**src/sv/gfs_pkg.sv**
```systemverilog
// ---------------------------------------------------------------------------
// Glyph fetch and scale package
// Bitmap geometry, code constants and the request/result types.
// ---------------------------------------------------------------------------
`default_nettype none

package gfs_pkg;

    // output bitmap size
    localparam int OUT_WIDTH  = 64;
    localparam int OUT_HEIGHT = 64;

    localparam int PIX_W      = 64;                     // pixels per output word
    localparam int WORD_SLOTS = 4;                      // word_index range
    localparam int WORDS      = (OUT_WIDTH + PIX_W - 1) / PIX_W;
    localparam int SX_K       = OUT_WIDTH / 16;         // kanji horizontal scale
    localparam int SX_A       = OUT_WIDTH / 8;          // ANK horizontal scale
    localparam int SPAN_K     = 16 * SX_K;
    localparam int SPAN_A     = 8 * SX_A;
    localparam int SY         = OUT_HEIGHT / 16;        // lines per source row

    localparam logic [7:0] SY_LINE   = 8'(SY);
    localparam logic [1:0] WORD_LAST = 2'(WORDS - 1);

    // glyph store
    localparam int STORE_DEPTH = 32;
    localparam int ADDR_W      = 5;
    localparam int PTR_W       = 6;

    // request codes
    localparam logic [1:0] FUNC_SELECT = 2'd0;
    localparam logic [1:0] FUNC_LOAD   = 2'd1;
    localparam logic [1:0] FUNC_RENDER = 2'd2;

    // character code constants
    localparam logic [15:0] CODE_BASE  = 16'h2100;
    localparam logic [13:0] ROW_STRIDE = 14'h0060;
    localparam logic [13:0] ROW_BIAS   = 14'h0020;
    localparam logic [15:0] HALF_LO    = 16'h2921;
    localparam logic [15:0] HALF_HI    = 16'h2b7e;
    localparam logic [15:0] CODE_MAX   = 16'h7c7f;

    typedef struct packed {
        logic [1:0]  func;
        logic [15:0] char_code;
        logic [7:0]  glyph_byte;
        logic [3:0]  glyph_row;
    } t_in_item;

    typedef struct packed {
        logic [18:0] rom_offset;
        logic        code_invalid;
        logic [7:0]  out_line;
        logic [1:0]  word_index;
        logic [63:0] pixels;
        logic        last;
    } t_out_item;

    typedef struct packed {
        logic              we;
        logic [ADDR_W-1:0] addr;
        logic [7:0]        wdata;
    } t_ram_req;

    typedef struct packed {
        logic [18:0] rom_offset;
        logic        invalid;
        logic        half;
    } t_select_info;

    typedef struct packed {
        logic kanji;
        logic half;
        logic blank;
    } t_expand_sel;

    typedef logic [WORD_SLOTS-1:0][PIX_W-1:0] t_line;

endpackage

`default_nettype wire

```
**src/sv/gfs_glyph_ram.sv**
```systemverilog
// ---------------------------------------------------------------------------
// Glyph store
// 32 x 8 single-port synchronous RAM, registered read.
// ---------------------------------------------------------------------------
`default_nettype none

module gfs_glyph_ram (
    input  wire logic              i_clk,
    input  wire gfs_pkg::t_ram_req i_req,
    output logic [7:0]             o_rdata
);
    import gfs_pkg::*;

    logic [7:0] r_mem [STORE_DEPTH];
    logic [7:0] r_rdata;

    always_ff @(posedge i_clk) begin
        if (i_req.we) begin
            r_mem[i_req.addr] <= i_req.wdata;
        end
        r_rdata <= r_mem[i_req.addr];
    end

    assign o_rdata = r_rdata;

endmodule

`default_nettype wire

```
**src/sv/gfs_code_decode.sv**
```systemverilog
// ---------------------------------------------------------------------------
// Code decode
// ROM record offset, invalid flag and half-width detect for a select.
// ---------------------------------------------------------------------------
`default_nettype none

module gfs_code_decode (
    input  wire logic [15:0]           i_code,
    input  wire logic                  i_kanji,
    output gfs_pkg::t_select_info      o_info
);
    import gfs_pkg::*;

    logic [15:0] w_d;
    logic [13:0] w_rec;

    assign w_d = i_code - CODE_BASE;
    // record index = 96 * row + cell - 32, only 14 bits survive the x32 wrap
    assign w_rec = 14'({6'b0, w_d[15:8]} * ROW_STRIDE) + {7'b0, w_d[6:0]} - ROW_BIAS;

    always_comb begin
        o_info.rom_offset = i_kanji ? {w_rec, 5'b0} : {i_code[14:0], 4'b0};
        o_info.invalid    = (i_code > CODE_MAX);
        o_info.half       = i_kanji && (i_code >= HALF_LO) && (i_code <= HALF_HI);
    end

endmodule

`default_nettype wire

```
**src/sv/gfs_row_expand.sv**
```systemverilog
// ---------------------------------------------------------------------------
// Row expander
// Builds one scaled output line from a source glyph row.
// ---------------------------------------------------------------------------
`default_nettype none

module gfs_row_expand (
    input  wire logic [7:0]           i_hi,
    input  wire logic [7:0]           i_lo,
    input  wire gfs_pkg::t_expand_sel i_sel,
    output gfs_pkg::t_line            o_line
);
    import gfs_pkg::*;

    logic [15:0]                 w_bits;
    logic [WORD_SLOTS*PIX_W-1:0] w_flat;

    function automatic logic [15:0] doubled(input logic [7:0] b);
        logic [15:0] r;
        for (int i = 0; i < 8; i++) begin
            r[2*i +: 2] = {2{b[i]}};
        end
        return r;
    endfunction

    always_comb begin
        if (i_sel.blank) begin
            w_bits = '0;
        end else if (i_sel.kanji) begin
            w_bits = i_sel.half ? doubled(i_hi) : {i_hi, i_lo};
        end else begin
            w_bits = {8'b0, i_hi};
        end
    end

    // pixel p of the line: leftmost pixel sits in the word's msb
    for (genvar p = 0; p < WORD_SLOTS * PIX_W; p++) begin : g_pix
        localparam int FlatIdx = (p / PIX_W) * PIX_W + (PIX_W - 1) - (p % PIX_W);
        if (p >= WORDS * PIX_W) begin : g_off
            assign w_flat[FlatIdx] = 1'b0;
        end else begin : g_on
            logic w_k;
            logic w_a;
            if (p < SPAN_K) begin : g_k
                assign w_k = w_bits[15 - p / SX_K];
            end else begin : g_kz
                assign w_k = 1'b0;
            end
            if (p < SPAN_A) begin : g_a
                assign w_a = w_bits[7 - p / SX_A];
            end else begin : g_az
                assign w_a = 1'b0;
            end
            assign w_flat[FlatIdx] = i_sel.kanji ? w_k : w_a;
        end
    end

    assign o_line = t_line'(w_flat);

endmodule

`default_nettype wire

```
**src/sv/glyph_fetch_and_scale.sv**
```systemverilog
// ---------------------------------------------------------------------------
// Glyph fetch and scale
// Character generator front end: code select, glyph load, scaled row render.
// ---------------------------------------------------------------------------
// One request at a time. A select returns its single result in the cycle
// after it is taken and a load gives no result. A render makes two reads
// of the single-port glyph RAM, expands and registers the scaled line,
// then sends one 64-bit word per cycle out of the output register, stalled
// by i_out_ready. The glyph store has no reset; rendering bytes not loaded
// since reset gives undefined pixels.
`default_nettype none

module glyph_fetch_and_scale (
    input  wire logic              i_clk,
    input  wire logic              i_rst_n,
    input  wire logic              i_cfg_we,
    input  wire logic              i_cfg_wdata,
    input  wire logic              i_in_valid,
    output logic                   o_in_ready,
    input  wire gfs_pkg::t_in_item i_in,
    output logic                   o_out_valid,
    input  wire logic              i_out_ready,
    output gfs_pkg::t_out_item     o_out
);
    import gfs_pkg::*;

    typedef enum logic [1:0] {
        S_IDLE,
        S_RD0,
        S_RD1,
        S_EMIT
    } t_state;

    t_state            r_state, n_state;
    logic              r_kanji, n_kanji;
    logic [PTR_W-1:0]  r_ptr, n_ptr;
    logic              r_half, n_half;
    logic              r_blank, n_blank;
    logic [3:0]        r_row, n_row;
    logic [7:0]        r_hi, n_hi;
    t_line             r_line, n_line;
    logic [7:0]        r_line_no, n_line_no;
    logic [7:0]        r_last_line, n_last_line;
    logic [1:0]        r_word, n_word;
    logic              r_out_valid, n_out_valid;
    t_out_item         r_out, n_out;

    t_ram_req          w_ram_req;
    logic [7:0]        w_rdata;
    t_select_info      w_info;
    t_expand_sel       w_sel;
    t_line             w_line;
    logic              w_slot_free;
    logic              w_accept;
    logic              w_last;
    logic [7:0]        w_first_line;

    gfs_glyph_ram u_ram (
        .i_clk   (i_clk),
        .i_req   (w_ram_req),
        .o_rdata (w_rdata)
    );

    gfs_code_decode u_decode (
        .i_code  (i_in.char_code),
        .i_kanji (r_kanji),
        .o_info  (w_info)
    );

    assign w_sel = '{kanji: r_kanji, half: r_half, blank: r_blank};

    gfs_row_expand u_expand (
        .i_hi   (r_hi),
        .i_lo   (w_rdata),
        .i_sel  (w_sel),
        .o_line (w_line)
    );

    assign w_slot_free  = !r_out_valid || i_out_ready;
    assign o_in_ready   = (r_state == S_IDLE) && w_slot_free;
    assign w_accept     = i_in_valid && o_in_ready;
    assign w_last       = (r_line_no == r_last_line) && (r_word == WORD_LAST);
    assign w_first_line = 8'({4'b0, i_in.glyph_row} * SY_LINE);

    always_comb begin
        n_state     = r_state;
        n_kanji     = i_cfg_we ? i_cfg_wdata : r_kanji;
        n_ptr       = r_ptr;
        n_half      = r_half;
        n_blank     = r_blank;
        n_row       = r_row;
        n_hi        = r_hi;
        n_line      = r_line;
        n_line_no   = r_line_no;
        n_last_line = r_last_line;
        n_word      = r_word;
        n_out_valid = r_out_valid && !i_out_ready;
        n_out       = r_out;

        w_ram_req.we    = 1'b0;
        w_ram_req.addr  = r_ptr[ADDR_W-1:0];
        w_ram_req.wdata = i_in.glyph_byte;

        unique case (r_state)
            S_IDLE: begin
                if (w_accept) begin
                    case (i_in.func)
                        FUNC_SELECT: begin
                            n_ptr       = '0;
                            n_blank     = w_info.invalid;
                            n_half      = w_info.half;
                            n_out_valid = 1'b1;
                            n_out       = '{rom_offset: w_info.rom_offset,
                                            code_invalid: w_info.invalid,
                                            out_line: 8'd0, word_index: 2'd0,
                                            pixels: 64'd0, last: 1'b1};
                        end
                        FUNC_LOAD: begin
                            // extra bytes past the record are dropped
                            if (r_ptr < PTR_W'(STORE_DEPTH)) begin
                                w_ram_req.we = 1'b1;
                                n_ptr        = r_ptr + 1'b1;
                            end
                        end
                        FUNC_RENDER: begin
                            // full-width kanji rows are two bytes
                            w_ram_req.addr = (r_kanji && !r_half) ?
                                             {i_in.glyph_row, 1'b0} :
                                             {1'b0, i_in.glyph_row};
                            n_row       = i_in.glyph_row;
                            n_line_no   = w_first_line;
                            n_last_line = w_first_line + SY_LINE - 8'd1;
                            n_word      = 2'd0;
                            n_state     = S_RD0;
                        end
                        default: ;
                    endcase
                end
            end
            S_RD0: begin
                n_hi           = w_rdata;
                w_ram_req.addr = {r_row, 1'b1};
                n_state        = S_RD1;
            end
            S_RD1: begin
                n_line  = w_line;
                n_state = S_EMIT;
            end
            S_EMIT: begin
                if (w_slot_free) begin
                    n_out_valid = 1'b1;
                    n_out       = '{rom_offset: 19'd0, code_invalid: r_blank,
                                    out_line: r_line_no, word_index: r_word,
                                    pixels: r_line[r_word], last: w_last};
                    if (r_word == WORD_LAST) begin
                        n_word    = 2'd0;
                        n_line_no = r_line_no + 8'd1;
                    end else begin
                        n_word = r_word + 2'd1;
                    end
                    if (w_last) begin
                        n_state = S_IDLE;
                    end
                end
            end
            default: n_state = S_IDLE;
        endcase
    end

    always_ff @(posedge i_clk) begin
        r_row       <= n_row;
        r_hi        <= n_hi;
        r_line      <= n_line;
        r_line_no   <= n_line_no;
        r_last_line <= n_last_line;
        r_word      <= n_word;
        r_out       <= n_out;
        if (!i_rst_n) begin
            r_state     <= S_IDLE;
            r_kanji     <= 1'b1;
            r_ptr       <= '0;
            r_half      <= 1'b0;
            r_blank     <= 1'b1;
            r_out_valid <= 1'b0;
        end else begin
            r_state     <= n_state;
            r_kanji     <= n_kanji;
            r_ptr       <= n_ptr;
            r_half      <= n_half;
            r_blank     <= n_blank;
            r_out_valid <= n_out_valid;
        end
    end

    assign o_out_valid = r_out_valid;
    assign o_out       = r_out;

endmodule

`default_nettype wire

```
**config.mk**
```make
export PLATFORM = sky130hd
export DESIGN_NAME = glyph_fetch_and_scale
export DESIGN_NICKNAME = d
export VERILOG_FILES = /design/src/sv/gfs_pkg.sv /design/src/sv/gfs_glyph_ram.sv /design/src/sv/gfs_code_decode.sv /design/src/sv/gfs_row_expand.sv /design/src/sv/glyph_fetch_and_scale.sv
export SDC_FILE = /design/constraint.sdc
export NUM_CORES = 1
export LEC_CHECK = 0
export BUFFER_PORTS_ARGS = -buffer_cell sky130_fd_sc_hd__buf_4
export CORE_MARGIN = 2
export CORE_UTILIZATION = 25
export CTS_CLUSTER_SIZE = 30
export DETAILED_ROUTE_END_ITERATION = 6
export MAX_ROUTING_LAYER = met4
export PLACE_DENSITY = 0.46
export SYNTH_ARGS = -nofsm -noshare
export SYNTH_HDL_FRONTEND = slang
export SYNTH_SLANG_ARGS = --single-unit
```
**constraint.sdc**
```tcl
create_clock -name i_clk -period 5.7 [get_ports i_clk]
set_input_delay 1.14 -clock i_clk [delete_from_list [all_inputs] [get_ports i_clk]]
set_output_delay 1.14 -clock i_clk [all_outputs]
set_load 0.01 [all_outputs]
```
* Yosys cells after proc, flatten, opt, wreduce, memory -nomap -nowiden
Memories as Yosys holds them, arrays and structs flattened. A register that Yosys moved wholly into a read port is not among the register bits.
Index checks and enable logic that the tools add are counted.
** Word-level totals
- Bits in registers :: 198
- RAM bits :: 256
- Input port bits :: 36
- Output and inout port bits :: 97
- Memories kept :: 1
** Operators by class
- Add/sub/neg operators :: 8
- Multiply operators :: 1
- Magnitude comparators :: 5
- Eq/ne operators :: 13
- Multiplexer cells :: 55
- Reductions and logical operators :: 23
** Memories
- u_ram.r_mem :: depth 32, width 8, rd ports 1, clocked after Yosys merged registers in 1, write ports 1, line gfs_glyph_ram.sv:14 : logic [7:0] r_mem [STORE_DEPTH];
** Operators with widths (count)
- 95-bit 2-to-1 mux :: 3
- 95-bit one-hot mux with 2 select lines :: 1
- 64-bit binary-select mux with 2-bit select :: 1
- 64-bit 2-to-1 mux :: 1
- 16-bit 2-to-1 mux :: 2
- 8-bit 2-to-1 mux :: 4
- 1-bit 2-to-1 mux :: 23
- 19-bit 2-to-1 mux :: 1
- 16-bit by 14-bit greater-or-equal comparator with 1-bit output (second input constant) :: 1
- 16-bit by 15-bit > comparator with 1-bit output (second input constant) :: 1
- 16-bit by 14-bit less-or-equal comparator with 1-bit output (second input constant) :: 1
- 2-bit 2-to-1 mux :: 8
- 8-bit one-hot mux with 2 select lines :: 1
- 4-bit AND reduction :: 4
- 16-bit by 14-bit subtractor with 16-bit output (second input constant) :: 1
- 15-bit 2-to-1 mux :: 1
- 14-bit by 7-bit adder with 14-bit output :: 1
- 14-bit by 6-bit subtractor with 14-bit output (second input constant) :: 1
- 6-bit 2-to-1 mux :: 2
- 6-bit one-hot mux with 2 select lines :: 1
- 5-bit 2-to-1 mux :: 2
- 2-bit != test (second input constant) :: 5
- 5-bit one-hot mux with 2 select lines :: 1
- 8-bit by 2-bit multiplier with 9-bit output (second input constant) :: 1
- 21 further kinds :: 37

* Depth between registers and ports, before layout
Gate-level depths: netlist of run 1.
- Depth in word-level cells :: 8
- Mapped depth :: 18

* By module
From an unflattened synthesis of run 1, not the netlist that was laid out.
** Unflattened totals
- Cell total of the unflattened synthesis :: 1747
- Area total of the unflattened synthesis :: 28208.3 µm²
** Modules (own cells, without submodules)
- glyph_fetch_and_scale :: instances 1, cells each 710, area each 14536.4 µm²
- gfs_glyph_ram :: instances 1, cells each 576, area each 10201.0 µm²
- gfs_row_expand :: instances 1, cells each 277, area each 2094.5 µm²
- gfs_code_decode :: instances 1, cells each 184, area each 1376.3 µm²

* Least setup slack after synthesis of run 1
OpenSTA, ideal clock, no wires.
- Path type :: input port to flip-flop
- Start point :: in i_out_ready
- End point :: reg r_out, in the netlist o_out[0], enable pin
- Setup time :: 0.509 ns
- Arrival time :: 4.958 ns
- Required time :: 5.191 ns
- Setup slack :: 0.232 ns
- Cell stages on the path :: 5
- Buffers on the path :: 1
- Path through :: nor2b_1 -> nand3b_1 -> or3_1 -> buf_1 -> a21boi_0
** On the way
- Word-level cells in the longest chain between the ends :: 5
** RTL lines
- start, declared :: line glyph_fetch_and_scale.sv:22 : input wire logic i_out_ready,
- 1-bit logical OR (*) :: line glyph_fetch_and_scale.sv:79 : assign w_slot_free = !r_out_valid || i_out_ready;
- 1-bit logical AND :: line glyph_fetch_and_scale.sv:80 : assign o_in_ready = (r_state == S_IDLE) && w_slot_free;
- 1-bit logical AND :: line glyph_fetch_and_scale.sv:81 : assign w_accept = i_in_valid && o_in_ready;
- 2-bit != test (no source line)
- 4-bit AND reduction (no source line) (*)
- end signal, assigned :: line glyph_fetch_and_scale.sv:177 : r_out <= n_out;
- end, declared :: line glyph_fetch_and_scale.sv:46 : t_out_item r_out, n_out;
Mark *: on every way between the ends. The rest lies on a longest branch, timed or not.
A chain may end at the register's enable or synchronous reset.

* Worst setup path in the final report of run 1
- Start point :: in i_in[21] in the netlist's numbering
- End point :: reg r_out, in the netlist o_out[94] (data pin)
** On the way
- Word-level cells in the longest chain between the ends :: 8
** RTL lines
- start, declared :: line glyph_fetch_and_scale.sv:20 : input wire gfs_pkg::t_in_item i_in,
- 16-bit by 14-bit subtractor with 16-bit output :: line gfs_code_decode.sv:17 : assign w_d = i_code - CODE_BASE;
- 8-bit by 2-bit multiplier with 9-bit output :: line gfs_code_decode.sv:19 : assign w_rec = 14'({6'b0, w_d[15:8]} * ROW_STRIDE) + {7'b0, w_d[6:0]} - ROW_BIAS;
- 14-bit by 7-bit adder with 14-bit output :: line gfs_code_decode.sv:19
- 14-bit by 6-bit subtractor with 14-bit output :: line gfs_code_decode.sv:19
- 19-bit 2-to-1 mux :: line gfs_code_decode.sv:22 : o_info.rom_offset = i_kanji ? {w_rec, 5'b0} : {i_code[14:0], 4'b0};
- 95-bit 2-to-1 mux :: line glyph_fetch_and_scale.sv:107 : case (i_in.func)
- 95-bit 2-to-1 mux :: line glyph_fetch_and_scale.sv:106 : if (w_accept) begin
- 95-bit one-hot mux with 2 select lines :: line glyph_fetch_and_scale.sv:104 : unique case (r_state)
Every way passes these cells. The select of a mux whose other input is x is not followed.

==> results of run 1 <==
-- worst max-delay path by stage --
stage | start | to | slack (ns) | cells after the start
after floorplan | i_out_ready | o_out[0]$_SDFFCE_PN1P_ | 0.23 | 5
after global placement | i_in[21] | o_out[94]$_SDFFCE_PP0P_ | 0.75 | 16
after detailed placement | i_in[21] | o_out[94]$_SDFFCE_PP0P_ | 0.71 | 16
after CTS | i_in[21] | o_out[94]$_SDFFCE_PP0P_ | 1.27 | 16
after global routing | i_in[21] | o_out[94]$_SDFFCE_PP0P_ | 0.99 | 16
final | i_in[21] | o_out[94]$_SDFFCE_PP0P_ | 1.21 | 16
-- flip-flops by register name, indices dropped and copies added, names as in the netlist, 2 cells and up --
name and cells:
r_row 3, o_out 43, r_line 16, u_ram.r_mem 256, u_ram.o_rdata 8, r_line_no 8
r_hi 8, r_word 2, r_state 2, r_ptr 6
-- metal layers --
layer / up-vias / wire [um] / track usage (%)
li1: 3970 / - / -
met1: 4328 / 16900 / 15.3
met2: 250 / 16600 / 18.1
met3: 53 / 2040 / 2.41
met4: 0 / 780 / 3.29
met5: - / 0 / -
-- metrics by stage --
stage                     area [um2]  std cells
after floorplan                15600        999
after global placement         17300       1892
after detailed placement       17300       1892
after CTS                      18500       1965
after global routing           18500       1966
final                          18500       1966
-- worst reg2reg max path, delay by kind of cell, from the launching register on --
family | cells | cell delay, ns
DFF | 1 | 0.33
adders and majority gates | 1 | 0.27
AOI/OAI and AO/OA | 3 | 1.46
and+or+nand+nor | 3 | 0.86
muxes | 1 | 0.54
buffers and inverters | 3 | 0.57
-- cell usage in the layout (no fill, tap or decap), types with 5 or more instances in the layout --
cell type                   Yosys  routed
sky130_fd_sc_hd__or4_1          6       6
sky130_fd_sc_hd__a21o_1         6       6
sky130_fd_sc_hd__inv_1         25      25
sky130_fd_sc_hd__o21ai_0       15      15
sky130_fd_sc_hd__a22o_1         8       8
sky130_fd_sc_hd__ha_1          25      25
sky130_fd_sc_hd__xnor2_1       16      16
sky130_fd_sc_hd__a21oi_1       48      48
sky130_fd_sc_hd__mux2i_1       13      13
sky130_fd_sc_hd__clkbuf_1      22      15
sky130_fd_sc_hd__nand4_1       12      12
sky130_fd_sc_hd__and3_1         9       9
sky130_fd_sc_hd__nand3_1       10      10
sky130_fd_sc_hd__a22oi_1        9       9
sky130_fd_sc_hd__nand2b_1       5       5
sky130_fd_sc_hd__clkbuf_16      0      43
sky130_fd_sc_hd__nor3_1        10      10
sky130_fd_sc_hd__nand2_1       59      59
sky130_fd_sc_hd__or3_1          9       9
sky130_fd_sc_hd__dfxtp_1       20      20
sky130_fd_sc_hd__mux4_2        64      64
sky130_fd_sc_hd__buf_4         57     151
sky130_fd_sc_hd__nor2_1        69      69
sky130_fd_sc_hd__xor2_1        12      12
sky130_fd_sc_hd__and2_1        35      35
sky130_fd_sc_hd__edfxtp_1     337     337
sky130_fd_sc_hd__a211oi_1       5       5
sky130_fd_sc_hd__nor2b_1       19      19
-- logic make-up after synthesis --
| family | after synthesis |
|---|---|
| DFF | 357 |
| adders and majority gates | 28 |
| and+or+nand+nor | 257 |
| buffers and inverters | 123 |
| AOI/OAI and AO/OA | 123 |
| muxes | 78 |
| other | 1 |
| xor gates and xnor gates | 29 |
-- power by group through the flow --
stage / sequential [mW] / combinational (mW) / clock (mW)
after floorplan: 3.26 / 1.41 / 0
after global placement: 3.27 / 2.12 / 0
after detailed placement: 3.28 / 2.13 / 0
after CTS: 3.22 / 2.13 / 2.57
after global routing: 3.24 / 2.30 / 2.67
final: 3.22 / 2.09 / 2.49
-- area by class of cell --
cell class | instances | area [um2]
clock inverters | 11 | 82.6
inverters | 25 | 93.8
well taps | 837 | 1050
repair buffers | 154 | 1190
diodes | 1 | 2.50
flip-flops and latches | 357 | 10500
fillers | 6176 | 43200
multi-input cells | 519 | 4400
clock buffers | 62 | 1190
==> results summary, run 1 <==
The portion of the clock cycle consumed by the worst path in the final layout is ~80%. The full die area is ~64,000 um2. The clock tree root buffer cell is sky130_fd_sc_hd__clkbuf_16. The worst setup slack before clock tree synthesis came out at a little over 0.7 ns. After synthesis, the cell types taking the most area are sky130_fd_sc_hd__edfxtp_1 (65%), sky130_fd_sc_hd__mux4_2 (9.3%), sky130_fd_sc_hd__buf_4 (2.7%). The I/O pin total is between 100 and 150.

The number of max-cap violations came out at 0. The number of DRC markers in iteration 0 is approximately 560. The number of sinks on the clock net came out at between 300 and 400. The total number of H-tree levels came out at 2. Walking the worst path, the cells encountered are buf_4, inv_1, ha_1, nor3b_1, xor2_1, ha_1, o21a_1, or2_2, a21o_1, a21oi_1, xnor2_1, ha_1, nor2_1, a21oi_1, or4b_1, and3_1. From synthesis to final layout, the design area changed by 18.9%.

The global-route wire length before repair is 54,400 um. For the worst flop-to-flop path, the logic depth is 11. The complex-gate fraction of the synthesized area came out at 5.41%. The CTS tree is built. Among all flip-flop cells after synthesis, the most frequent one is sky130_fd_sc_hd__edfxtp_1. The count of buffers inserted at the top-level ports is 128. For hold timing, the worst endpoint is r_hi[7]$_DFFE_PN_. Measured on the finished design, the core utilization comes to between 30% and 40%. The data required time at the worst endpoint is about 6.0 ns. The startpoint type of the worst setup path is an input port. Summing the areas of all fa, ha and maj instances in the mapped netlist gives about 2.3% of the synthesized area. The first detailed-routing pass ran for 5 iterations. Yosys instantiated no cell more often than sky130_fd_sc_hd__edfxtp_1. The aggregate routed wire length is around 36,000 um. TritonCTS created between 40 and 50 clock buffers. The arrival time of the worst setup path came out at roughly 4.8 ns. VDD sags by at most ~0.00019 V. The net count of the finished layout is approximately 1,200.

The number of buffers and inverters on the critical path is 2. The number of vias after detailed routing is approximately 8,600. The async set-or-reset flop fraction in the synthesized netlist came out at 0%.

The count of flip-flops with a built-in enable after synthesis is around 340. The critical-path maximum fanout came out at 10. On the final layout, the worst hold slack is ~0.44 ns.

The buffer count from post-CTS setup fixing is 0. The portion of total power attributed to combinational logic is approximately 27%. The register bit total from synthesis came out at about 360.

The simple-gate share of the synthesized area is under 10%. The analysis attributes to net switching a power of around 2.3 mW. The internal portion of the total power is roughly 5.5 mW.

In this run the standard cell core region covers 61,700 um2. By area, the combinational part of the netlist is dominated by multiplexers. The worst register-to-register path ends at u_ram.o_rdata[2]$_DFF_P_. The post-route worst setup slack is 1.21 ns. The post-synthesis instance area came out at 15,600 um2. The total of cells resized after clock tree synthesis is 0. The via count of the first global-routing pass came out at about 8,800.

In this run the horizontal extent of the chip is between 200 and 300 um. The fraction of synthesized cell area in xor and xnor cells came out at 1.72%. The routed via count divided by cell count is 4.37. The count of final max-slew check failures came out at 0. The switching share of power is a little under 30%. The initial utilization of the core area, before any placement, comes to approximately a quarter. The family of cells with the greatest summed delay on the critical path is simple AND/OR/NAND/NOR gates. The instance count of the mapped netlist came out at 996. Clock skew on the completed layout was measured at 0.0129 ns. The clock-pin transition on the worst setup and hold timing paths came out at about 0.06 ns.

The classification of the worst-slack hold path is reg -> reg. The cell type with the highest occurrence count on the critical path is sky130_fd_sc_hd__ha_1. The wire length per cell after detailed routing is about 18 um. The mux share of post-synthesis cell area came out at 10.2%. The per-instance average area after synthesis came out at ~16 um2. The clock share of power is around a third. In this run the tightest slew margin relative to its limit is 13.8%.

The fmax is roughly 220 MHz. Setup violations remaining at the end of the flow were counted as 0. The die height is ~250 um. The number of distinct library cells after synthesis is 66. For this design the ratio of total power to cell area is between 400 and 500 nW/um2. The worst-path cell with the longest stage delay is sky130_fd_sc_hd__or4b_1. The setup path with the least slack is of type in -> reg. After global routing the overflow that remains totals 0. After floorplanning, the core was divided into 91 placement rows.

The initial antenna violation count came out at 2. The share of final-layout standard cells stronger than drive strength 1 came out at 25.3%. The clock period minus final worst setup slack came out at approximately 4.5 ns. The fraction of post-synthesis cell area in the top cell type by area is roughly 65%. The critical path endpoint category is a register. The biggest area contributor in the post-synthesis netlist is sky130_fd_sc_hd__edfxtp_1. The design draws 7.81 mW. The pin count of the biggest net entering global routing is 47.

The transition time at the pin with the least slew margin came out at about 1.3 ns. The worst register-to-register path has a setup slack of between 1.5 and 2 ns. The share of synthesized area occupied by flip-flops and latches is between 60 and 70%.

Setup repair after global routing left no endpoint under its margin. The analysis attributes to cell leakage a power of roughly 6.3 nW. The count of hold-fix buffers inserted at cts came out at 0. In this run the most critical hold path is launched from u_ram.o_rdata[7]$_DFF_P_. During synthesis, Yosys emitted a total of 0 warnings. The setup TNS is 0 ns.

The run finished with clean final reports. Across every metal layer, demand over resource in global routing totals ~12%. The number of endpoints with negative hold slack in the final report is 0.

The post-route antenna net violation count is 0. Ranked by instance count, the synthesized netlist is headed by sky130_fd_sc_hd__edfxtp_1 (337), sky130_fd_sc_hd__nor2_1 (69), sky130_fd_sc_hd__mux4_2 (64). The final estimated routing congestion in global placement is approximately 0.8. For this run, the slowest stage of the critical path takes just over 0.5 ns. The sequential group share of total power came out at about two fifths. The wire-length estimate of the detail-placed layout is about 24,000 um. The reg-to-reg critical path startpoint is r_state[0]$_SDFFE_PN0P_. In the routed design, unresolved DRC markers number 0. Counting instances, the worst hold path has a depth of 0. The clock tree buffer depth came out at 3. Clock latency on the worst-skew pair, taken at its later pin, is approximately 0.55 ns.
Note: power is estimated with default switching activity, not from simulation.
==> inputs of run 2 (changes only) <==
Clock period 5.7 ns to 3.74 ns, I/O delays scaled along.
==> run 2 against run 1 <==
Flip-flop and latch count unchanged; clock skew up 0.0039 ns; power up 59%; via count up 3.3%; highest routed layer unchanged; global-route usage up 0.67 points; non-clock buffer count up 106; combinational power up 72%.
==> results summary, run 2 (synthesis results as in run 1) <==
Status: finished, final reports clean (unchanged). The transition time at the pin with the least slew margin is 1.22 ns (was 1.29 ns). The via count of the first global-routing pass is 9,160 (was 8,818). The final estimated routing congestion in global placement came to 0.785 (was 0.802).

The worst reg2reg path endpoint is u_ram.o_rdata[1]$_DFF_P_ (was u_ram.o_rdata[2]$_DFF_P_). The critical path endpoint category is a register (unchanged). The number of max-cap violations came out at 0 (unchanged). The total leakage power is 6.90 nW (was 6.32 nW). The I/O pin total came out at 133 (unchanged).

Crit-path cells: buf_4, buf_4, or3_4, xnor2_4, ha_4, nor2b_1, o21a_1, or2_4, a21o_1, a21oi_2, xnor2_1, ha_1, nor2_2, a21oi_1, or4b_1, and3_1 (was buf_4, inv_1, ha_1, nor3b_1, xor2_1, ha_1, o21a_1, or2_2, a21o_1, a21oi_1, xnor2_1, ha_1, nor2_1, a21oi_1, or4b_1, and3_1). The aggregate routed wire length came out at 38,000 um (was 36,300 um). The length of the first detailed-routing pass in iterations came to 5 (unchanged). The total number of H-tree levels came out at 2 (unchanged). The total core area is 61,700 um2 (unchanged). The register bank with the most flops is u_ram.r_mem (unchanged). The slack of the worst reg-to-reg path came out at 0.23 ns (was 1.52 ns).

The total area of multi-input combinational cells is 4500 um2 (was 4400 um2). The worst setup slack before clock tree synthesis came out at -0.442 ns (was 0.706 ns). The routed via count divided by cell count is 4.28 (was 4.37). The initial antenna violation count is 0 (was 2). The final HPWL from detailed placement was 25,600 um (was 24,000 um). The count of fill cells added during filler insertion is 6,120 (was 6,176). The kind of critical path is in -> reg (unchanged).

The highest cell delay on the worst timing path is 0.51 ns (about the same). The net count of the finished layout was 1,268 (was 1,161). The total of endpoints with negative setup slack in the final report is 0 (unchanged).

The clock-pin transition on the worst setup and hold timing paths came out at 0.06 ns (about the same). The maximum VDD drop is 0.000350 V (was 0.000189 V). The family of cells with the greatest summed delay on the critical path was simple AND/OR/NAND/NOR gates (unchanged). The number of DRC markers in iteration 0 came to 585 (was 561).

The startpoint type of the worst setup path is an input port (unchanged). The count of buffers inserted at the top-level ports is 128 (unchanged). The reg-to-reg critical path startpoint was r_state[0]$_SDFFE_PN0P_ (unchanged). The critical-path maximum fanout came out at 4 (was 10). The global-route usage over all layers came to 12.3% (was 11.6%). Leading cell types in the layout, fill and taps excluded: sky130_fd_sc_hd__edfxtp_1 (337), sky130_fd_sc_hd__buf_4 (253), sky130_fd_sc_hd__nor2_1 (67) (was sky130_fd_sc_hd__edfxtp_1 (337), sky130_fd_sc_hd__buf_4 (151), sky130_fd_sc_hd__nor2_1 (69)). The worst-path cell with the longest stage delay is sky130_fd_sc_hd__or4b_1 (unchanged). The most common cell after layout, fill and taps aside is sky130_fd_sc_hd__edfxtp_1 (unchanged).

The post-place instance area came to 18,200 um2 (was 17,300 um2). The wire length per cell after detailed routing is 18.3 um (was 18.5 um). The number of endpoints with negative hold slack in the final report came to 0 (unchanged).

The pin count of the biggest net entering global routing came to 44 (was 47). The number of vias after detailed routing was 8,882 (was 8,601). The clock tree skew after final layout is 0.0168 ns (was 0.0129 ns). The full die area came out at 64,300 um2 (unchanged). The number of sinks on the clock net is 357 (unchanged). The worst path needs approximately 3.6 ns of the cycle, external delays included. The clock tree buffer depth came out at 3 (unchanged). Timing would allow up to roughly 280 MHz. The die height is 254 um (unchanged).

The arrival time of the worst setup path came to 3.91 ns (was 4.79 ns). The final design area excluding fillers is 19,500 um2 (was 18,500 um2). The area growth from synthesis to layout is 25.2% (was 18.9%). The initial core utilization is 25.2% (unchanged). The core utilization of the finished layout is 31.6% (was 30.0%). The depth of the most critical reg-to-reg path is 11 (unchanged). The remaining global-route overflow is 0 (unchanged).

The headroom to the max-slew limit is 18.4% (was 13.8%). The number of core rows is 91 (unchanged). The logic depth of the worst path, buffers included came out at 16 (unchanged). The power per standard cell area came to 638 nW/um2 (was 421 nW/um2). The clock latency at the later pin of the worst-skew pair is 0.56 ns (was 0.55 ns).

The number of antenna repair diodes came to 0 (was 1). The classification of the worst-slack hold path is in -> reg (was reg -> reg). The combined flip-flop and latch cell area came out at 10,500 um2 (unchanged). The startpoint of the worst setup timing path is i_in[20] (was i_in[21]).

The CTS tree was built (unchanged). The share of final-layout standard cells stronger than drive strength 1 is 32.7% (was 25.3%). The global-route wire length before repair came out at 57,400 um (was 54,400 um). The data required time at the worst endpoint is 4.06 ns (was 6.01 ns). The timing endpoint of the critical path was o_out[94]$_SDFFCE_PP0P_ (unchanged).

The post-route worst setup slack came out at 0.143 ns (was 1.21 ns). The portion of the clock cycle consumed by the worst path in the final layout is a little over nine tenths. The number of buffers created by CTS came to 42 (was 41).

The cell type with the highest occurrence count on the critical path is sky130_fd_sc_hd__buf_4 (was sky130_fd_sc_hd__ha_1). The floorplan die width is 254 um (unchanged). The count of final max-slew check failures came to 0 (unchanged). The number of flip-flops in the largest register is 256 (unchanged). The post-route antenna net violation count is 0 (unchanged). The clock tree root buffer cell is sky130_fd_sc_hd__clkbuf_16 (unchanged).

The critical path buffer and inverter count was 2 (unchanged). The number of design rule violations left after detail routing was 0 (unchanged).
## run 2: changes by cell type in the layout (fill, tap and decap cells not counted), moves of 2 or more
cell,before,now
sky130_fd_sc_hd__ha_1,25,23
sky130_fd_sc_hd__a21oi_1,48,44
sky130_fd_sc_hd__nor2_2,0,2
sky130_fd_sc_hd__inv_6,2,0
sky130_fd_sc_hd__bufinv_16,1,3
sky130_fd_sc_hd__a21oi_2,0,4
sky130_fd_sc_hd__buf_12,3,7
sky130_fd_sc_hd__nor2_1,69,67
sky130_fd_sc_hd__clkinv_1,4,8
sky130_fd_sc_hd__xor2_1,12,10
sky130_fd_sc_hd__buf_4,151,253
sky130_fd_sc_hd__clkbuf_8,4,0
sky130_fd_sc_hd__clkinv_4,0,2
## run 2: layer usage
metal / wire [um] / GRT usage (%)
met5: 0 / -
met1: 17800 / 16.4
met3: 1980 / 2.35
met2: 17500 / 19.0
met4: 733 / 3.48
## run 2: timing repair
item                                    in CTS  in global routing
buffers inserted                             0                  1
resized for setup                            0                  5
endpoints found under the setup margin       0                  2
hold buffers                                 0                  0
## run 2: worst min-delay path by stage
stage | startpoint | to | slack [ns] | depth (start not counted)
floorplan | u_ram.o_rdata[0]$_DFF_P_ | r_hi[0]$_DFFE_PN_ | 0.41 | 0
global placement | u_ram.o_rdata[6]$_DFF_P_ | r_hi[6]$_DFFE_PN_ | 0.42 | 0
detailed placement | u_ram.o_rdata[6]$_DFF_P_ | r_hi[6]$_DFFE_PN_ | 0.42 | 0
CTS | i_in[1] | r_row[1]$_DFFE_PP_ | 0.37 | 1
global route | i_in[1] | r_row[1]$_DFFE_PP_ | 0.39 | 1
finish | i_in[1] | r_row[1]$_DFFE_PP_ | 0.41 | 1
## run 2: stage by stage
step	power (mW)	hold WS [ns]	cells	setup TNS, ns
floorplan	7.14	0.408	999	-0.621
global placement	8.65	0.424	1997	-1.16
detailed placement	8.65	0.423	1997	-1.09
global route	13.1	0.391	2075	-0.0241
finish	12.4	0.410	2075	0
CTS	12.6	0.375	2074	0
## run 2: power breakdown
part           switching [mW]  internal [mW]
Combinational            1.82           1.78
Sequential              0.165           4.75
Clock                    1.64           2.30
## run 2: cell type report
cell class | count | share of cell area (%)
flip-flops and latches | 357 | 53.9
multi-input cells | 519 | 23.0
repair buffers | 260 | 10.5
clock buffers | 56 | 5.66
well taps | 837 | 5.37
clock inverters | 21 | 1.06
inverters | 25 | 0.481
==> inputs of run 3 (changes only) <==
Settings changed: SYNTH_HIERARCHICAL set to 1.
==> run 3 against run 2 <==
Power grew 64%; sequential share of layout area grew 3.5 points; combinational power grew 13%; final cell count grew 70%; wire length grew 53%; clock-buffer cell count grew 32; critical path depth grew 5; clock skew grew 0.035 ns; worst hold slack lost 0.063 ns; largest cell class unchanged; largest power group unchanged.
==> results summary, run 3 <==
The reg-to-reg critical path startpoint is r_state[0]$_SDFFE_PN0P_ (unchanged). The via count of the first global-routing pass is 14,900 (was 9,160). The floorplan die width is 340 um (was 254 um). Leading cell types in the layout, fill and taps excluded: sky130_fd_sc_hd__edfxtp_1 (629), sky130_fd_sc_hd__buf_4 (254), sky130_fd_sc_hd__conb_1 (196) (was sky130_fd_sc_hd__edfxtp_1 (337), sky130_fd_sc_hd__buf_4 (253), sky130_fd_sc_hd__nor2_1 (67)). The die height was 340 um (was 254 um). Status: finished, final reports clean (unchanged).

The initial antenna violation count is 1 (was 0). The net count of the finished layout came out at 2,031 (was 1,268). The kind of critical path was in -> reg (unchanged). The maximum VDD drop is 0.000325 V (was 0.000350 V). The clock tree buffer depth is 3 (unchanged).

The clock tree skew after final layout is 0.0514 ns (was 0.0168 ns). The global-route wire length before repair was 89,900 um (was 57,400 um). The leading cell type by number of instances after synthesis was sky130_fd_sc_hd__edfxtp_1 (unchanged).

The async set-or-reset flop fraction in the synthesized netlist is 0% (unchanged). The final estimated routing congestion in global placement is 0.841 (was 0.785). The count of buffers inserted at the top-level ports came out at 132 (was 128). The pin count of the biggest net entering global routing is 78 (was 44).

The aggregate routed wire length came out at 58,300 um (was 38,000 um). The complex-gate fraction of the synthesized area is 3.71% (was 5.41%). The transition time at the pin with the least slew margin is 1.10 ns (was 1.22 ns). The power per standard cell area came out at 606 nW/um2 (was 638 nW/um2). The mux share of post-synthesis cell area is 10.5% (was 10.2%). The most common cell after layout, fill and taps aside is sky130_fd_sc_hd__edfxtp_1 (unchanged). The total number of H-tree levels came out at 3 (was 2). The cell type with the highest occurrence count on the critical path is sky130_fd_sc_hd__ha_4 (was sky130_fd_sc_hd__buf_4).

The wire length per cell after detailed routing came out at 16.5 um (was 18.3 um). The total leakage power was 11.4 nW (was 6.90 nW). The clock period minus final worst setup slack is 3.71 ns (was 3.60 ns). The area growth from synthesis to layout came out at 19.1% (was 25.2%). The cell taking the most area after synthesis is sky130_fd_sc_hd__edfxtp_1 (unchanged). The count of final max-slew check failures is 0 (unchanged). The highest cell delay on the worst timing path came to 0.40 ns (was 0.51 ns).

The startpoint type of the worst setup path is an input port (unchanged). The simple-gate share of the synthesized area is 6.87% (was 8.37%). The classification of the worst-slack hold path is in -> reg (unchanged).

The headroom to the max-slew limit came out at 26.1% (was 18.4%). The register bit total from synthesis came out at 649 (was 357). Setup repair after global routing could not meet its margin everywhere.

The data required time at the worst endpoint came out at 4.10 ns (was 4.06 ns). The I/O pin total is 133 (unchanged). The clock tree root buffer cell is sky130_fd_sc_hd__clkbuf_16 (unchanged). The number of sinks on the clock net came out at 649 (was 357).

The top flip-flop cell by instance count after synthesis is sky130_fd_sc_hd__edfxtp_1 (unchanged). The total core area is 112,000 um2 (was 61,700 um2). The critical path endpoint category was a register (unchanged). The global-route usage over all layers was 10.4% (was 12.3%). The post-place instance area is 31,000 um2 (was 18,200 um2). The slack of the worst reg-to-reg path is 0.21 ns (was 0.23 ns). Synth area leaders: sky130_fd_sc_hd__edfxtp_1 (67%), sky130_fd_sc_hd__buf_4 (6.6%), sky130_fd_sc_hd__mux4_2 (5.1%) (was sky130_fd_sc_hd__edfxtp_1 (65%), sky130_fd_sc_hd__mux4_2 (9.3%), sky130_fd_sc_hd__buf_4 (2.7%)). The arrival time of the worst setup path came out at 4.07 ns (was 3.91 ns). List of most frequent post-synthesis cells: sky130_fd_sc_hd__edfxtp_1 (629), sky130_fd_sc_hd__buf_4 (248), sky130_fd_sc_hd__mux2i_1 (142) (was sky130_fd_sc_hd__edfxtp_1 (337), sky130_fd_sc_hd__nor2_1 (69), sky130_fd_sc_hd__mux4_2 (64)). The number of buffers created by CTS is 74 (was 42). The per-instance average area after synthesis came out at 16.1 um2 (was 15.6 um2). The remaining global-route overflow is 0 (unchanged).

The post-route antenna net violation count came out at 0 (unchanged). The startpoint of the worst setup timing path is i_in[20] (unchanged). The routed via count divided by cell count came to 4.05 (was 4.28). The fraction of synthesized cell area in xor and xnor cells is 0.883% (was 1.72%). The post-synthesis instance area is 28,200 um2 (was 15,600 um2). The CTS tree was built (unchanged). The core utilization of the finished layout came out at 29.9% (was 31.6%).

The number of distinct library cells after synthesis came out at 80 (was 66). The depth of the most critical reg-to-reg path came to 14 (was 11). The fraction of post-synthesis cell area in the top cell type by area is 67.0% (was 65.0%). The timing endpoint of the critical path is o_out[94]$_SDFFCE_PN0P_ (was o_out[94]$_SDFFCE_PP0P_). The length of the first detailed-routing pass in iterations came out at 5 (unchanged).

The final HPWL from detailed placement came out at 37,400 um (was 25,600 um). The portion of the clock cycle consumed by the worst path in the final layout is 99.1% (was 96.2%). The clock-pin transition on the worst setup and hold timing paths is 0.06 ns (about the same). The number of endpoints with negative hold slack in the final report is 0 (unchanged).

The total of endpoints with negative setup slack in the final report came out at 0 (unchanged). The count of flip-flops with a built-in enable after synthesis came out at 629 (was 337). The number of vias after detailed routing was 14,300 (was 8,882). The clock latency at the later pin of the worst-skew pair is 0.66 ns (was 0.56 ns). The worst-path cell with the longest stage delay is sky130_fd_sc_hd__o41a_1 (was sky130_fd_sc_hd__or4b_1). The largest family of logic cells by synthesized area was multiplexers (unchanged). The full die area came out at 116,000 um2 (was 64,300 um2). The share of final-layout standard cells stronger than drive strength 1 was 25.6% (was 32.7%).

The final design area excluding fillers came out at 33,600 um2 (was 19,500 um2). The instance count of the mapped netlist is 1,747 (was 996). The number of design rule violations left after detail routing is 0 (unchanged). The count of hold-fix buffers inserted at cts came out at 0 (unchanged). The fmax came out at 270 MHz (was 278 MHz). The critical-path maximum fanout was 6 (was 4). The share of synthesized area occupied by flip-flops and latches is 68.4% (was 67.5%). The number of core rows is 123 (was 91).

The initial core utilization is 25.1% (was 25.2%). The number of max-cap violations came to 0 (unchanged). The arithmetic-cell share of the synthesized area counting full adders, half adders and majority gates came out at 1.30% (was 2.33%). The worst reg2reg path endpoint is u_ram/o_rdata[1]$_DFF_P_ (was u_ram.o_rdata[1]$_DFF_P_). The total number of yosys warnings was 6 (was 0). The number of DRC markers in iteration 0 is 913 (was 585).

Crit-path cells: buf_6, inv_4, ha_4, buf_4, buf_12, xor2_4, buf_4, ha_4, a21oi_4, a21o_1, and3b_1, or2_4, inv_4, ha_4, nand2_1, o21ai_2, nand2_2, o41a_1, a21o_1, a31o_1, nor2b_1 (was buf_4, buf_4, or3_4, xnor2_4, ha_4, nor2b_1, o21a_1, or2_4, a21o_1, a21oi_2, xnor2_1, ha_1, nor2_2, a21oi_1, or4b_1, and3_1).
==> run 3: changes by cell type after synthesis, sizes merged, moves of 10 or more <==
| cell | change |
|---|---|
| nor2 | -14 |
| nor4 | +19 |
| buf | +213 |
| a21oi | -27 |
| mux2i | +129 |
| clkbuf | +10 |
| edfxtp | +292 |
| and2 | +41 |
| nand2 | -23 |
| o22ai | +64 |
==> run 3: cell families (layout without fill, tap and decap cells) <==
logic type | Yosys count | in the layout
flops | 649 | 649
buf+inv | 352 | 436
simple gates | 320 | 320
mux | 215 | 215
compound gates | 155 | 155
fa+ha+maj | 28 | 28
xor+xnor | 26 | 26
other cells | 2 | 197
==> run 3: worst max-delay path: cells and delay by family <==
family | cells | cell delay [ns]
simple gates | 5 | 0.58
buf+inv | 6 | 0.57
xor+xnor | 1 | 0.15
fa+ha+maj | 3 | 0.70
compound gates | 6 | 1.33
==> run 3: report_power, final <==
part	total, mW	switching (mW)	leakage, nW	internal [mW]
logic	4.06	2.21	4.37	1.85
clock network	7.19	3.03	1.18	4.16
registers	9.11	0.252	5.89	8.86
total	20.4	5.49	11.4	14.9
==> run 3: per-stage QoR <==
step           instances  hold WS, ns  total power, mW  TNS (ns)  setup WS, ns
3_3_place_gp        3387        0.411             13.3     -1.93        -0.561
4_1_cts             3521        0.303             20.7         0        0.0412
5_1_grt             3526        0.310             21.4   -0.0747       -0.0747
6_report            3526        0.347             20.4         0        0.0332
2_1_floorplan       1941        0.400             12.1    -65.49        -0.679
3_5_place_dp        3387        0.412             13.4     -2.07        -0.615
==> run 3: how the worst min path moves through the flow <==
stage	depth (start not counted)	slack [ns]	start	end
3_3_place_gp	0	0.41	u_ram/o_rdata[2]$_DFF_P_	r_hi[2]$_DFFE_PN_
3_5_place_dp	0	0.41	u_ram/o_rdata[2]$_DFF_P_	r_hi[2]$_DFFE_PN_
4_1_cts	1	0.30	i_in[0]	r_row[0]$_DFFE_PP_
5_1_grt	1	0.31	i_in[0]	r_row[0]$_DFFE_PP_
6_report	1	0.35	i_in[3]	r_last_line[5]$_DFFE_PP_
2_1_floorplan	0	0.40	u_ram/o_rdata[1]$_DFF_P_	r_hi[1]$_DFFE_PN_
==> run 3: metal layers <==
| metal | global-route usage [%] | share of wire [%] | up-vias |
|---|---|---|---|
| met4 | 3.03 | 2.2 | 0 |
| met2 | 16.8 | 48 | 309 |
| met3 | 2.23 | 4.9 | 93 |
| met5 | - | 0 | - |
| met1 | 13.1 | 45 | 7194 |
| li1 | - | - | 6677 |
==> run 3: what timing repair did <==
| item | 4_1_cts | 5_1_grt |
|---|---|---|
| setup endpoints to repair | 0 | 3 |
| setup buffers | 0 | 4 |
| resized for setup | 0 | 16 |
| endpoints found under the hold margin | 0 | 0 |
==> run 3: area by class of cell <==
type,instances,area [um2]
Fill cell,11100,78600
Sequential cell,649,19300
Multi-Input combinational cell,940,7590
Timing Repair Buffer,271,2230
Clock buffer,88,1910
Tap cell,1500,1880
Clock inverter,46,554
Inverter,31,136
Antenna cell,1,2.50
